$ cat config.mk
export PLATFORM = sky130hd
export DESIGN_NAME = accel_motion_window_detector_top_flat
export DESIGN_NICKNAME = d
export VERILOG_FILES = /design/src/rtl/amwd_pkg.sv /design/src/rtl/amwd_if.sv /design/src/rtl/amwd_ctrl.sv /design/src/rtl/amwd_dp.sv /design/src/rtl/accel_motion_window_detector_top.sv /design/src/flat_wrapper.sv
export SDC_FILE = /design/constraint.sdc
export NUM_CORES = 2
export LEC_CHECK = 0
export BUFFER_PORTS_ARGS = -buffer_cell sky130_fd_sc_hd__buf_2
export CORE_ASPECT_RATIO = 1.75
export CORE_MARGIN = 2
export CORE_UTILIZATION = 59
export DETAILED_ROUTE_END_ITERATION = 6
export PLACE_DENSITY = 0.89
export SYNTH_ARGS = -nofsm -noshare
export SYNTH_HDL_FRONTEND = slang
export SYNTH_HIERARCHICAL = 1
export SYNTH_SLANG_ARGS = --single-unit
$ cat constraint.sdc
create_clock -name clk_i -period 6.7 [get_ports clk_i]
set_input_delay 0.335 -clock clk_i [delete_from_list [all_inputs] [get_ports clk_i]]
set_output_delay 0.335 -clock clk_i [all_outputs]
set_load 0.02 [all_outputs]
$ cat src/rtl/amwd_pkg.sv
// Package for the accelerometer motion window detector.
// Holds ring and rate constants, config register indexes and the control/status structs.
// No dependencies; every other file of the block imports it.
package amwd_pkg;

  localparam int RingDepth    = 64;
  localparam int SampleRateHz = 256;

  localparam int AxisW   = 16;
  localparam int MagW    = 16;
  localparam int SumW    = 2 * AxisW;
  localparam int CfgW    = 16;
  localparam int PtrW    = $clog2(RingDepth);
  localparam int CntW    = $clog2(RingDepth + 1);
  localparam int CfgIdxW = 1;

  localparam logic [MagW-1:0] OneGCounts = MagW'(4096);

  // Window conversion: below WinCapMs the product window_ms * SampleRateHz stays under
  // RingDepth * 1000, and its quotient by 1000 is a multiply by a rounded-up reciprocal.
  localparam int WinCapMs   = (RingDepth * 1000 + SampleRateHz - 1) / SampleRateHz;
  localparam int ProdW      = $clog2(RingDepth * 1000);
  localparam int RecipShift = ProdW + 10;
  localparam int RecipW     = RecipShift - 9;
  localparam logic [RecipW-1:0] RecipMul = RecipW'(((2 ** RecipShift) + 999) / 1000);

  localparam logic [CfgW-1:0] ThresholdReset = CfgW'(410);
  localparam logic [CfgW-1:0] WindowReset    = CfgW'(250);

  typedef enum logic [CfgIdxW-1:0] {
    CfgThreshold = 1'b0,
    CfgWindow    = 1'b1
  } cfg_idx_e;

  typedef struct packed {
    logic sq_load;
    logic root_init;
    logic root_step;
    logic store;
    logic scan_step;
    logic out_load;
  } dp_cmd_t;

  typedef struct packed {
    logic root_last;
    logic scan_done;
  } dp_status_t;

endpackage

$ cat src/rtl/amwd_if.sv
// Handshake interfaces for the motion window detector: sample requests in, results out.
// Depends on amwd_pkg for field widths.
interface amwd_in_if import amwd_pkg::*; ();
  logic                    valid;
  logic                    ready;
  logic signed [AxisW-1:0] accel_x;
  logic signed [AxisW-1:0] accel_y;
  logic signed [AxisW-1:0] accel_z;

  modport source (output valid, output accel_x, output accel_y, output accel_z, input ready);
  modport sink   (input valid, input accel_x, input accel_y, input accel_z, output ready);
endinterface

interface amwd_out_if import amwd_pkg::*; ();
  logic            valid;
  logic            ready;
  logic [MagW-1:0] magnitude;
  logic            motion_detected;

  modport source (output valid, output magnitude, output motion_detected, input ready);
  modport sink   (input valid, input magnitude, input motion_detected, output ready);
endinterface

$ cat src/rtl/amwd_ctrl.sv
// Sequencer of the motion window detector: walks one request through square root,
// ring store and window scan, and owns the input ready and output valid. Uses amwd_pkg.
module amwd_ctrl import amwd_pkg::*; (
  input  logic       clk_i,
  input  logic       rst_ni,
  input  logic       in_valid_i,
  output logic       in_ready_o,
  output logic       out_valid_o,
  input  logic       out_ready_i,
  output dp_cmd_t    cmd_o,
  input  dp_status_t status_i
);

  typedef enum logic [5:0] {
    StIdle     = 6'b000001,
    StRootInit = 6'b000010,
    StRoot     = 6'b000100,
    StStore    = 6'b001000,
    StScan     = 6'b010000,
    StOut      = 6'b100000
  } state_e;

  state_e state_q, state_d;
  logic   out_valid_q, out_valid_d;
  logic   out_free;

  assign out_free    = !out_valid_q || out_ready_i;
  assign in_ready_o  = (state_q == StIdle);
  assign out_valid_o = out_valid_q;

  always_comb begin
    state_d = state_q;
    cmd_o   = '0;
    unique case (state_q)
      StIdle: begin
        if (in_valid_i) begin
          cmd_o.sq_load = 1'b1;
          state_d       = StRootInit;
        end
      end
      StRootInit: begin
        cmd_o.root_init = 1'b1;
        state_d         = StRoot;
      end
      StRoot: begin
        cmd_o.root_step = 1'b1;
        if (status_i.root_last) begin
          state_d = StStore;
        end
      end
      StStore: begin
        cmd_o.store = 1'b1;
        state_d     = StScan;
      end
      StScan: begin
        cmd_o.scan_step = 1'b1;
        if (status_i.scan_done) begin
          state_d = StOut;
        end
      end
      StOut: begin
        if (out_free) begin
          cmd_o.out_load = 1'b1;
          state_d        = StIdle;
        end
      end
      default: state_d = StIdle;
    endcase
  end

  always_comb begin
    out_valid_d = out_valid_q;
    if (cmd_o.out_load) begin
      out_valid_d = 1'b1;
    end else if (out_ready_i) begin
      out_valid_d = 1'b0;
    end
  end

  always_ff @(posedge clk_i or negedge rst_ni) begin
    if (!rst_ni) begin
      state_q     <= StIdle;
      out_valid_q <= 1'b0;
    end else begin
      state_q     <= state_d;
      out_valid_q <= out_valid_d;
    end
  end

endmodule

$ cat src/rtl/amwd_dp.sv
// Datapath of the motion window detector: squares, bit-pair square root, magnitude
// ring memory, window scan and the result register. Driven by amwd_ctrl; uses amwd_pkg.
module amwd_dp import amwd_pkg::*; (
  input  logic                    clk_i,
  input  logic                    rst_ni,
  input  dp_cmd_t                 cmd_i,
  output dp_status_t              status_o,
  input  logic signed [AxisW-1:0] accel_x_i,
  input  logic signed [AxisW-1:0] accel_y_i,
  input  logic signed [AxisW-1:0] accel_z_i,
  input  logic [CfgW-1:0]         threshold_i,
  input  logic [CfgW-1:0]         window_ms_i,
  output logic [MagW-1:0]         magnitude_o,
  output logic                    motion_o
);

  // Squares, one multiplier per axis, registered.
  logic signed [SumW-1:0] xs, ys, zs;
  logic [SumW-1:0] sqx_q, sqy_q, sqz_q;

  assign xs = SumW'(accel_x_i);
  assign ys = SumW'(accel_y_i);
  assign zs = SumW'(accel_z_i);

  always_ff @(posedge clk_i) begin
    if (cmd_i.sq_load) begin
      sqx_q <= $unsigned(xs * xs);
      sqy_q <= $unsigned(ys * ys);
      sqz_q <= $unsigned(zs * zs);
    end
  end

  // Restoring square root, one result bit per cycle.
  logic [SumW-1:0] rem_q, res_q, bit_q;
  logic [SumW:0]   trial;
  logic            fits;

  assign trial = {1'b0, res_q} + {1'b0, bit_q};
  assign fits  = {1'b0, rem_q} >= trial;

  always_ff @(posedge clk_i) begin
    if (cmd_i.root_init) begin
      rem_q <= sqx_q + sqy_q + sqz_q;
      res_q <= '0;
      bit_q <= SumW'(1) << (SumW - 2);
    end else if (cmd_i.root_step) begin
      if (fits) begin
        rem_q <= rem_q - trial[SumW-1:0];
        res_q <= (res_q >> 1) + bit_q;
      end else begin
        res_q <= res_q >> 1;
      end
      bit_q <= bit_q >> 2;
    end
  end

  assign status_o.root_last = bit_q[0];

  // Window length in samples, capped at the ring depth.
  logic [31:0]              win_prod;
  logic [ProdW+RecipW-1:0]  win_recip;
  logic [CntW-1:0]          win_cfg;

  assign win_prod  = 32'(window_ms_i) * 32'(SampleRateHz);
  assign win_recip = (ProdW+RecipW)'(win_prod[ProdW-1:0]) * (ProdW+RecipW)'(RecipMul);

  always_comb begin
    if (window_ms_i >= CfgW'(WinCapMs)) begin
      win_cfg = CntW'(RingDepth);
    end else begin
      win_cfg = CntW'(win_recip >> RecipShift);
    end
  end

  // Ring pointer and fill count.
  logic [PtrW-1:0] wp_q;
  logic [CntW-1:0] cnt_q, cnt_next;

  assign cnt_next = (cnt_q == CntW'(RingDepth)) ? cnt_q : cnt_q + CntW'(1);

  always_ff @(posedge clk_i or negedge rst_ni) begin
    if (!rst_ni) begin
      wp_q  <= '0;
      cnt_q <= '0;
    end else if (cmd_i.store) begin
      wp_q  <= (wp_q == PtrW'(RingDepth - 1)) ? '0 : wp_q + PtrW'(1);
      cnt_q <= cnt_next;
    end
  end

  // Scan from the newest entry backwards; one read issued per cycle.
  logic [PtrW-1:0] scan_pos_q;
  logic [CntW-1:0] scan_left_q;
  logic            rd_vld_q, motion_q, issue;
  logic [MagW-1:0] rd_data_q, dev;

  assign issue = cmd_i.scan_step && (scan_left_q != '0) && !motion_q;
  assign dev   = (rd_data_q >= OneGCounts) ? rd_data_q - OneGCounts : OneGCounts - rd_data_q;

  always_ff @(posedge clk_i or negedge rst_ni) begin
    if (!rst_ni) begin
      rd_vld_q <= 1'b0;
    end else begin
      rd_vld_q <= issue;
    end
  end

  always_ff @(posedge clk_i) begin
    if (cmd_i.store) begin
      scan_pos_q  <= wp_q;
      scan_left_q <= (win_cfg < cnt_next) ? win_cfg : cnt_next;
      motion_q    <= 1'b0;
    end else begin
      if (issue) begin
        scan_pos_q  <= (scan_pos_q == '0) ? PtrW'(RingDepth - 1) : scan_pos_q - PtrW'(1);
        scan_left_q <= scan_left_q - CntW'(1);
      end
      if (cmd_i.scan_step && rd_vld_q && (dev > threshold_i)) begin
        motion_q <= 1'b1;
      end
    end
  end

  assign status_o.scan_done = !rd_vld_q && ((scan_left_q == '0) || motion_q);

  // Magnitude ring memory.
  logic [MagW-1:0] ring_mem [RingDepth];

  always_ff @(posedge clk_i) begin
    if (cmd_i.store) begin
      ring_mem[wp_q] <= res_q[MagW-1:0];
    end
    if (issue) begin
      rd_data_q <= ring_mem[scan_pos_q];
    end
  end

  // Result register.
  logic [MagW-1:0] out_mag_q;
  logic            out_motion_q;

  always_ff @(posedge clk_i) begin
    if (cmd_i.out_load) begin
      out_mag_q    <= res_q[MagW-1:0];
      out_motion_q <= motion_q;
    end
  end

  assign magnitude_o = out_mag_q;
  assign motion_o    = out_motion_q;

endmodule

$ cat src/rtl/accel_motion_window_detector_top.sv
// Top level of the accelerometer motion window detector.
// Instantiates amwd_ctrl and amwd_dp, holds the config registers; uses amwd_pkg and amwd_if.

// Each request carries one raw 3-axis sample (signed 16-bit, 4096 counts per g). The block
// returns one result per request: the floor square root of the summed squares (1/4096 g)
// and a motion flag that is set when any of the most recent W stored magnitudes, the new
// one included, differs from 4096 by more than the threshold. W is window_ms * 256 / 1000,
// capped at the 64-entry ring and at the number of samples stored since reset; a zero
// window never flags motion. Requests are handled one at a time: each request passes
// through the 16-step square root, the ring store and the window scan before its result
// is loaded. The scan reads one ring entry per cycle from a single-port memory and stops
// early at the first deviating entry, which can only shorten it. The result sits in an
// output register, so the next request is taken while a result still waits. Config
// registers (0: threshold_counts, reset 410; 1: window_ms, reset 250) are written through
// cfg_we_i / cfg_idx_i / cfg_data_i and should only change while the block is idle.
module accel_motion_window_detector_top import amwd_pkg::*; (
  input  logic               clk_i,
  input  logic               rst_ni,
  amwd_in_if.sink            sample_i,
  amwd_out_if.source         result_o,
  input  logic               cfg_we_i,
  input  logic [CfgIdxW-1:0] cfg_idx_i,
  input  logic [CfgW-1:0]    cfg_data_i
);

  // Configuration registers.
  logic [CfgW-1:0] threshold_q, window_q;

  always_ff @(posedge clk_i or negedge rst_ni) begin
    if (!rst_ni) begin
      threshold_q <= ThresholdReset;
      window_q    <= WindowReset;
    end else if (cfg_we_i) begin
      unique case (cfg_idx_e'(cfg_idx_i))
        CfgThreshold: threshold_q <= cfg_data_i;
        CfgWindow:    window_q    <= cfg_data_i;
        default:      ;
      endcase
    end
  end

  dp_cmd_t    cmd;
  dp_status_t status;

  // The sequencer accepts a request only when it is idle and keeps the result valid
  // until the sink takes it.
  amwd_ctrl u_ctrl (
    .clk_i       (clk_i),
    .rst_ni      (rst_ni),
    .in_valid_i  (sample_i.valid),
    .in_ready_o  (sample_i.ready),
    .out_valid_o (result_o.valid),
    .out_ready_i (result_o.ready),
    .cmd_o       (cmd),
    .status_i    (status)
  );

  // The datapath captures the squares on acceptance, so the sample need not be held.
  amwd_dp u_dp (
    .clk_i       (clk_i),
    .rst_ni      (rst_ni),
    .cmd_i       (cmd),
    .status_o    (status),
    .accel_x_i   (sample_i.accel_x),
    .accel_y_i   (sample_i.accel_y),
    .accel_z_i   (sample_i.accel_z),
    .threshold_i (threshold_q),
    .window_ms_i (window_q),
    .magnitude_o (result_o.magnitude),
    .motion_o    (result_o.motion_detected)
  );

endmodule

$ cat src/flat_wrapper.sv
// flat-port wrapper written by rule: the top's interface ports become plain ports
module accel_motion_window_detector_top_flat import amwd_pkg::*;
  (clk_i, rst_ni, cfg_we_i, cfg_idx_i, cfg_data_i, sample_i_valid, sample_i_accel_x, sample_i_accel_y, sample_i_accel_z, sample_i_ready, result_o_valid, result_o_magnitude, result_o_motion_detected, result_o_ready);
  amwd_in_if sample_i_i ();
  amwd_out_if result_o_i ();
  input  logic clk_i;
  input  logic rst_ni;
  input  logic cfg_we_i;
  input  logic [CfgIdxW-1:0] cfg_idx_i;
  input  logic [CfgW-1:0] cfg_data_i;
  input wire logic [$bits(sample_i_i.valid)-1:0] sample_i_valid;
  input wire logic [$bits(sample_i_i.accel_x)-1:0] sample_i_accel_x;
  input wire logic [$bits(sample_i_i.accel_y)-1:0] sample_i_accel_y;
  input wire logic [$bits(sample_i_i.accel_z)-1:0] sample_i_accel_z;
  output wire logic [$bits(sample_i_i.ready)-1:0] sample_i_ready;
  output wire logic [$bits(result_o_i.valid)-1:0] result_o_valid;
  output wire logic [$bits(result_o_i.magnitude)-1:0] result_o_magnitude;
  output wire logic [$bits(result_o_i.motion_detected)-1:0] result_o_motion_detected;
  input wire logic [$bits(result_o_i.ready)-1:0] result_o_ready;
  assign sample_i_i.valid = sample_i_valid;
  assign sample_i_i.accel_x = sample_i_accel_x;
  assign sample_i_i.accel_y = sample_i_accel_y;
  assign sample_i_i.accel_z = sample_i_accel_z;
  assign sample_i_ready = sample_i_i.ready;
  assign result_o_valid = result_o_i.valid;
  assign result_o_magnitude = result_o_i.magnitude;
  assign result_o_motion_detected = result_o_i.motion_detected;
  assign result_o_i.ready = result_o_ready;
  accel_motion_window_detector_top u_core (.clk_i(clk_i), .rst_ni(rst_ni), .sample_i(sample_i_i), .result_o(result_o_i), .cfg_we_i(cfg_we_i), .cfg_idx_i(cfg_idx_i), .cfg_data_i(cfg_data_i));
endmodule
# After elaboration in Yosys (flattened, before gate mapping)
# Memories as Yosys holds them, arrays and structs flattened. A register that Yosys moved wholly into a read port is not among the register bits.
# Index checks and enable logic that the tools add are counted.
dict set report word_totals {
  reg_bits 260
  latch_bits 0
  ram_bits 1024
  mem_bits_ro 0
  inputBits 70
  output_inout_bits 19
  word_cells 104
  mem_count 1
}
# name depth word_bits rd rd_ports_with_merged_regs write_ports line_no
set memory_table {}
lappend memory_table {u_core.u_dp.ring_mem 64 16 1 1 1 amwd_dp.sv:127} ;# logic [MagW-1:0] ring_mem [RingDepth];
dict set report op_classes {
  n_addsub 11
  multipliers 4
  n_div 0
  magnitude_cmp 5
  n_eq_ne 12
  shifts 0
  muxes 31
  n_bitwise 1
  reduce_logical 21
}
# operator count
set op_table {}
lappend op_table {{32-bit 2-to-1 mux} 4}
lappend op_table {{16-bit by 16-bit multiplier with 32-bit output} 3}
lappend op_table {{32-bit adder} 2}
lappend op_table {{6-bit 2-to-1 mux} 8}
lappend op_table {{6-bit case mux with 6 select lines} 1}
lappend op_table {{7-bit 2-to-1 mux} 5}
lappend op_table {{32-bit by 31-bit adder with 33-bit output} 1}
lappend op_table {{32-bit by 33-bit >= comparator with 1-bit output} 1}
lappend op_table {{31-bit by 31-bit adder with 32-bit output} 1}
lappend op_table {{32-bit subtractor} 1}
lappend op_table {{8-bit by 17-bit multiplier with 25-bit output, second input constant} 1}
lappend op_table {{16-bit by 13-bit >= comparator with 1-bit output, second input constant} 1}
lappend op_table {{16-bit by 8-bit >= comparator with 1-bit output, second input constant} 1}
lappend op_table {{16-bit > comparator} 1}
lappend op_table {{16-bit 2-to-1 mux} 1}
lappend op_table {{13-bit by 16-bit subtractor with 16-bit output, first input constant} 1}
lappend op_table {{16-bit by 13-bit subtractor with 16-bit output, second input constant} 1}
lappend op_table {{6-bit == test, second input constant} 2}
lappend op_table {{1-bit 2-to-1 mux} 12}
lappend op_table {{2-bit nonzero test} 4}
lappend op_table {{7-bit by 1-bit adder with 7-bit output, second input constant} 1}
lappend op_table {{7-bit == test, second input constant} 1}
lappend op_table {{7-bit logical NOT} 1}
lappend op_table {{7-bit < comparator} 1}
lappend op_table {{18 further kinds} 29}

# Logic depth before layout (Yosys ltp)
dict set report depth {
  word_depth 6
  ltp_mapped 27
}

# Modules after synthesis
# The synthesis kept the hierarchy.
# module n_inst cells_each area_each_um2 seq_area_each_um2
set by_module_without_submodules {}
lappend by_module_without_submodules {amwd_dp 1 6075 81986.1 37215.7}
lappend by_module_without_submodules {accel_motion_window_detector_top 1 69 1266.2 814.5}
lappend by_module_without_submodules {amwd_ctrl 1 40 406.6 176.4}

# Worst setup path before layout
# Ideal clock, no wire load.
dict set report synth_path {
  kind {reg-to-reg}
  start {reg u_core.u_dp.res_q[4]}
  end {reg u_core.u_dp.rem_q[0], enable pin}
  arrival_time_ps 6391
  slack_ps -119
  path_stages_with_launch 21
  n_path_buf 2
  period_less_slack_ps 6819
  cell_sequence {dfxtp_1 > ha_1 > a211oi_1 > a211oi_2 > a21oi_1 > o21ai_1 > a41o_1 > a31oi_1 > o21bai_1 > a31oi_1 > o21bai_1 > xnor2_1 > ha_1 > nand4_1 > nor4_1 > nor3_1 > o311ai_2 > o211ai_4 > buf_6 > buf_6 > o21bai_1}
}
dict set report synth_between {
  elab_chain_cells 4
}
# item line_no
set synth_lines {}
lappend synth_lines {{start, declared} amwd_dp.sv:34} ;# logic [SumW-1:0] rem_q, res_q, bit_q;
lappend synth_lines {{start signal, assigned} amwd_dp.sv:49} ;# res_q <= (res_q >> 1) + bit_q;
lappend synth_lines {{start signal, assigned} amwd_dp.sv:51} ;# res_q <= res_q >> 1;
lappend synth_lines {{32-bit by 31-bit adder with 33-bit output} amwd_dp.sv:38} ;# assign trial = {1'b0, res_q} + {1'b0, bit_q};
lappend synth_lines {{32-bit by 33-bit >= comparator with 1-bit output} amwd_dp.sv:39} ;# assign fits = {1'b0, rem_q} >= trial;
lappend synth_lines {{2-bit nonzero test (no source line)} --}
lappend synth_lines {{2-bit AND reduction (no source line)} --}
lappend synth_lines {{end signal, assigned} amwd_dp.sv:43} ;# rem_q <= sqx_q + sqy_q + sqz_q;
lappend synth_lines {{end signal, assigned} amwd_dp.sv:48} ;# rem_q <= rem_q - trial[SumW-1:0];
lappend synth_lines {{end, declared} amwd_dp.sv:34}
# Every way passes these cells.
# A chain may end at the register's enable or synchronous reset.

# Worst setup path in the final report
dict set report layout_path {
  start {in sample_i_accel_x[2]}
  end {reg u_core.u_dp.sqx_q[31] (data pin)}
}
dict set report layout_between {
  elab_chain_cells 1
}
# item line_no
set layout_lines {}
lappend layout_lines {{start, declared} flat_wrapper.sv:12} ;# input wire logic [$bits(sample_i_i.accel_x)-1:0] sample_i_accel_x;
lappend layout_lines {{16-bit by 16-bit multiplier with 32-bit output} amwd_dp.sv:27} ;# sqx_q <= $unsigned(xs * xs);
lappend layout_lines {{end signal, assigned} amwd_dp.sv:27}
lappend layout_lines {{end, declared} amwd_dp.sv:19} ;# logic [SumW-1:0] sqx_q, sqy_q, sqz_q;
# Every way passes these cells.

==> run summary <==
Status -> complete, but fails checks
Failing checks -> design-rule violations
DRT Wirelength -> 210000 microns
I/O Buffers -> 88
Post-Syn Instances -> 6184
Max Freq -> 160 MHz
Main combinational cell family by area after synthesis -> adder cells
Post-synth top cells -> 1195 x edfxtp_1, 1067 x inv_1, 741 x fa_1
Clk sinks -> 1297
Max Root-Sink Buffers -> 3
Via count -> 51.3k
Crit-path cells -> buf_2 > inv_1 > nor2_1 > fa_1 > fa_1 > fa_1 > fa_1 > fa_1 > inv_1 > fa_1 > inv_1 > ha_1 > nand3_1 > nor3_1 > nand4_1 > o21ai_1 > o311ai_0 > a31oi_1 > and2_1 > o21a_1 > nor2_1 > xnor2_1
Fin crit share -> 93.1%
Delay-heaviest family, CP -> adder cells
Routability cong. -> 0.975
Finished layout cell area -> 90700 sq um
Final Skew -> 67.7 ps
Min cycle time layout -> 6240 ps
DR vias/cell -> 6.18
Setup violations, final -> 0
Fraction of layout cells with a size suffix above 1 -> 13.9%
Worst slew margin -> 19.7%
Initial antenna violation count -> 12
Post-synth ARST share -> 4.09%
Critical Path Source Type -> primary input
First-pass GRT wire length -> 322000 microns
CP Max Fanout -> 16
Reg clk slew, reported paths -> 60 ps
Area of the multi-input gates -> 40600 sq um
Die area -> 145000 sq um
Final Max Tran Viols -> 0
I/O pin count -> 89
XOR/XNOR Fraction of Synth Area -> 2.77%
Synth warnings -> 6
Die width -> 289 microns
Die Height -> 502 microns
Post-synth EDFFs -> 1195
Final Hold Viols -> 0
Gr ovfl total -> 0
Post-synth top area share -> 42.9%
Root Buffer -> clkbuf_16
Initial DRC count -> 4952
Adder-cell area share of the yosys netlist -> 24.6%
Critical path's largest stage delay -> 630 ps
Synth area leader -> edfxtp_1
Kind of critical path -> in -> reg
CTS tree -> built
Ranking of synthesized cells by area -> edfxtp_1 43%, fa_1 18%, mux4_2 8.9%
Main synth FF type -> edfxtp_1
FILL cells -> 9556
Slew @ Worst Pin -> 1200 ps
Syn Area/Cell -> 13.5 sq um
Mux share of post-synthesis cell area -> 9.87%
Buf/Inv on CP -> 4
TritonRoute pass-1 iters -> 7
Req. time, crit path -> 7130 ps
RSZ-0062 raised after global routing -> false
Placed cell count -> 8077
DP HPWL -> 149000 microns
Cell mode on critical path -> fa_1
Max Cap Viol -> 0
Largest net degree at the start of global routing -> 104
Worst EP arrival -> 6670 ps
Row count -> 182
TritonCTS Buffers -> 104
Register area -> 38200 sq um
Yosys cell types -> 99
Initial core utilization -> 59.4%
Hold Path Class -> in -> reg
H-Tree Depth -> 3
Simple-gate portion of the synthesized area -> 6.21%
Worst setup EP type -> register
Count leader, synth -> edfxtp_1
Area grow syn2layout -> 8.47%
Post-synthesis register bit count -> 1297
Non-filler cells, final -> 8301
Core area -> 141000 sq um
Drt wl/cell -> 25.3 microns
Nets -> 7630
Number of global-route vias before repair -> 56.5k
Synthesized cell area -> 83700 sq um
Sequential cell area fraction in the yosys report -> 45.7%
Drt drc -> 1
Clk Latency, worst-skew pair -> 750 ps
Setup fix buffers added after clock tree synthesis -> 0
GRT Total Usage -> 29.8%
Slowest stage cell, crit path -> fa_1
Post-synthesis compound-gate area fraction -> 5.08%
Placed Area -> 86900 sq um
Routed Antenna Nets -> 0
==> cell usage in the layout, fill, tap and decap left out, drive strengths merged, types with 11 or more instances in the layout <==
master,count
nor2b,31
a311oi,15
buf,253
bufinv,12
dfxtp,49
xor2,84
a31o,17
edfxtp,1195
nor2,338
mux2i,35
clkbuf,122
nand4,28
xnor2,181
and3,14
mux4,330
nand2,368
nand2b,40
nand3,51
o22ai,11
or3,14
and2,123
dfrtp,41
o21bai,36
a211oi,43
clkinv,43
a31oi,39
a21o,59
fa,741
o211ai,16
dlygate4sd3,20
mux2,39
nor3,51
nor4,16
ha,456
inv,1077
a21oi,164
o21a,30
o21ai,130
dfstp,12
==> per-layer routing <==
| metal | wire length (microns) | global-route usage, % |
|---|---|---|
| met5 | 74 | 0 |
| met4 | 20100 | 23.5 |
| met3 | 12200 | 4.26 |
| met2 | 115000 | 55.8 |
| met1 | 62400 | 28.7 |
==> through the flow <==
step / utilization [%] / TNS, ps / hold WS [ps] / worst slack (ps)
2_1_floorplan: - / 0 / 39.4 / 351
3_3_place_gp: 61.8 / 0 / 485 / 88.7
3_5_place_dp: 61.8 / -125 / 480 / -125
4_1_cts: 64.5 / 0 / 13.2 / 556
5_1_grt: 64.5 / 0 / 56.3 / 119
6_report: 64.5 / 0 / 72.1 / 462
==> worst reg2reg max path: stages, from the launching register on <==
cell,delay (ps)
dfrtp_1,590
inv_1,160
ha_1,340
fa_1,420
fa_1,510
inv_1,40
ha_1,280
a21oi_1,120
o21ai_0,100
a32o_1,270
o21ai_0,590
o2111ai_1,280
and2_1,250
xnor2_1,130
nor2_1,170
ha_1,280
a21o_1,160
a21oi_1,170
nor2b_1,70
nor4_1,230
buf_4,230
nor4b_1,330
nor2_1,100
mux2i_1,170
==> final timing paths <==
path / to / slack (ps) / start / cells after the start
worst min-delay path: u_core/u_dp/sqx_q[0] / 70 / sample_i_accel_x[0] / 1
worst min register to register: u_core/u_dp/motion_o / 520 / u_core/u_dp/motion_q / 0
worst max register to register: u_core/u_dp/scan_left_q[0] / 530 / u_core/window_q[0] / 23
max in group asynchronous: u_core/u_dp/wp_q[0] / 5940 / rst_ni / 3
min in group asynchronous: u_core/u_dp/cnt_q[4] / 260 / rst_ni / 3
worst max-delay path: u_core/u_dp/sqx_q[31] / 460 / sample_i_accel_x[2] / 22
==> flip-flops by register name, summed over array words and instances, names as in the netlist, 16 cells and up <==
signal and flops:
u_core/threshold_q 16, u_core/u_dp/sqx_q 31, u_core/u_dp/rem_q 32, u_core/u_dp/res_q 32, u_core/u_dp/rd_data_q 16, u_core/u_dp/bit_q 16, u_core/window_q 16, u_core/u_dp/sqy_q 31
u_core/u_dp/ring_mem 1024, u_core/u_dp/sqz_q 31, u_core/u_dp/magnitude_o 16
==> cell families after synthesis <==
group                      after synthesis
AOI/OAI and AO/OA                      637
xor gates and xnor gates               265
muxes                                  404
other                                    1
buffers and inverters                 1270
DFF                                   1297
and+or+nand+nor                       1113
adders and majority gates             1197
==> timing repair <==
action	in CTS	in global routing
hold endpoints to repair	79	0
gates resized for setup	0	0
hold buffers	20	0
==> cell type report <==
class                           instances  area share, %
Multi-Input combinational cell       3619           44.8
Sequential cell                      1297           42.1
Clock inverter                         74          0.954
Inverter                             1068           4.42
Antenna cell                            8         0.0221
Tap cell                             1840           2.54
Timing Repair Buffer                  273           2.15
Clock buffer                          122           3.01
Power is not shown: default switching activity piles up to over one toggle a cycle in this logic, so the estimate is an artifact.
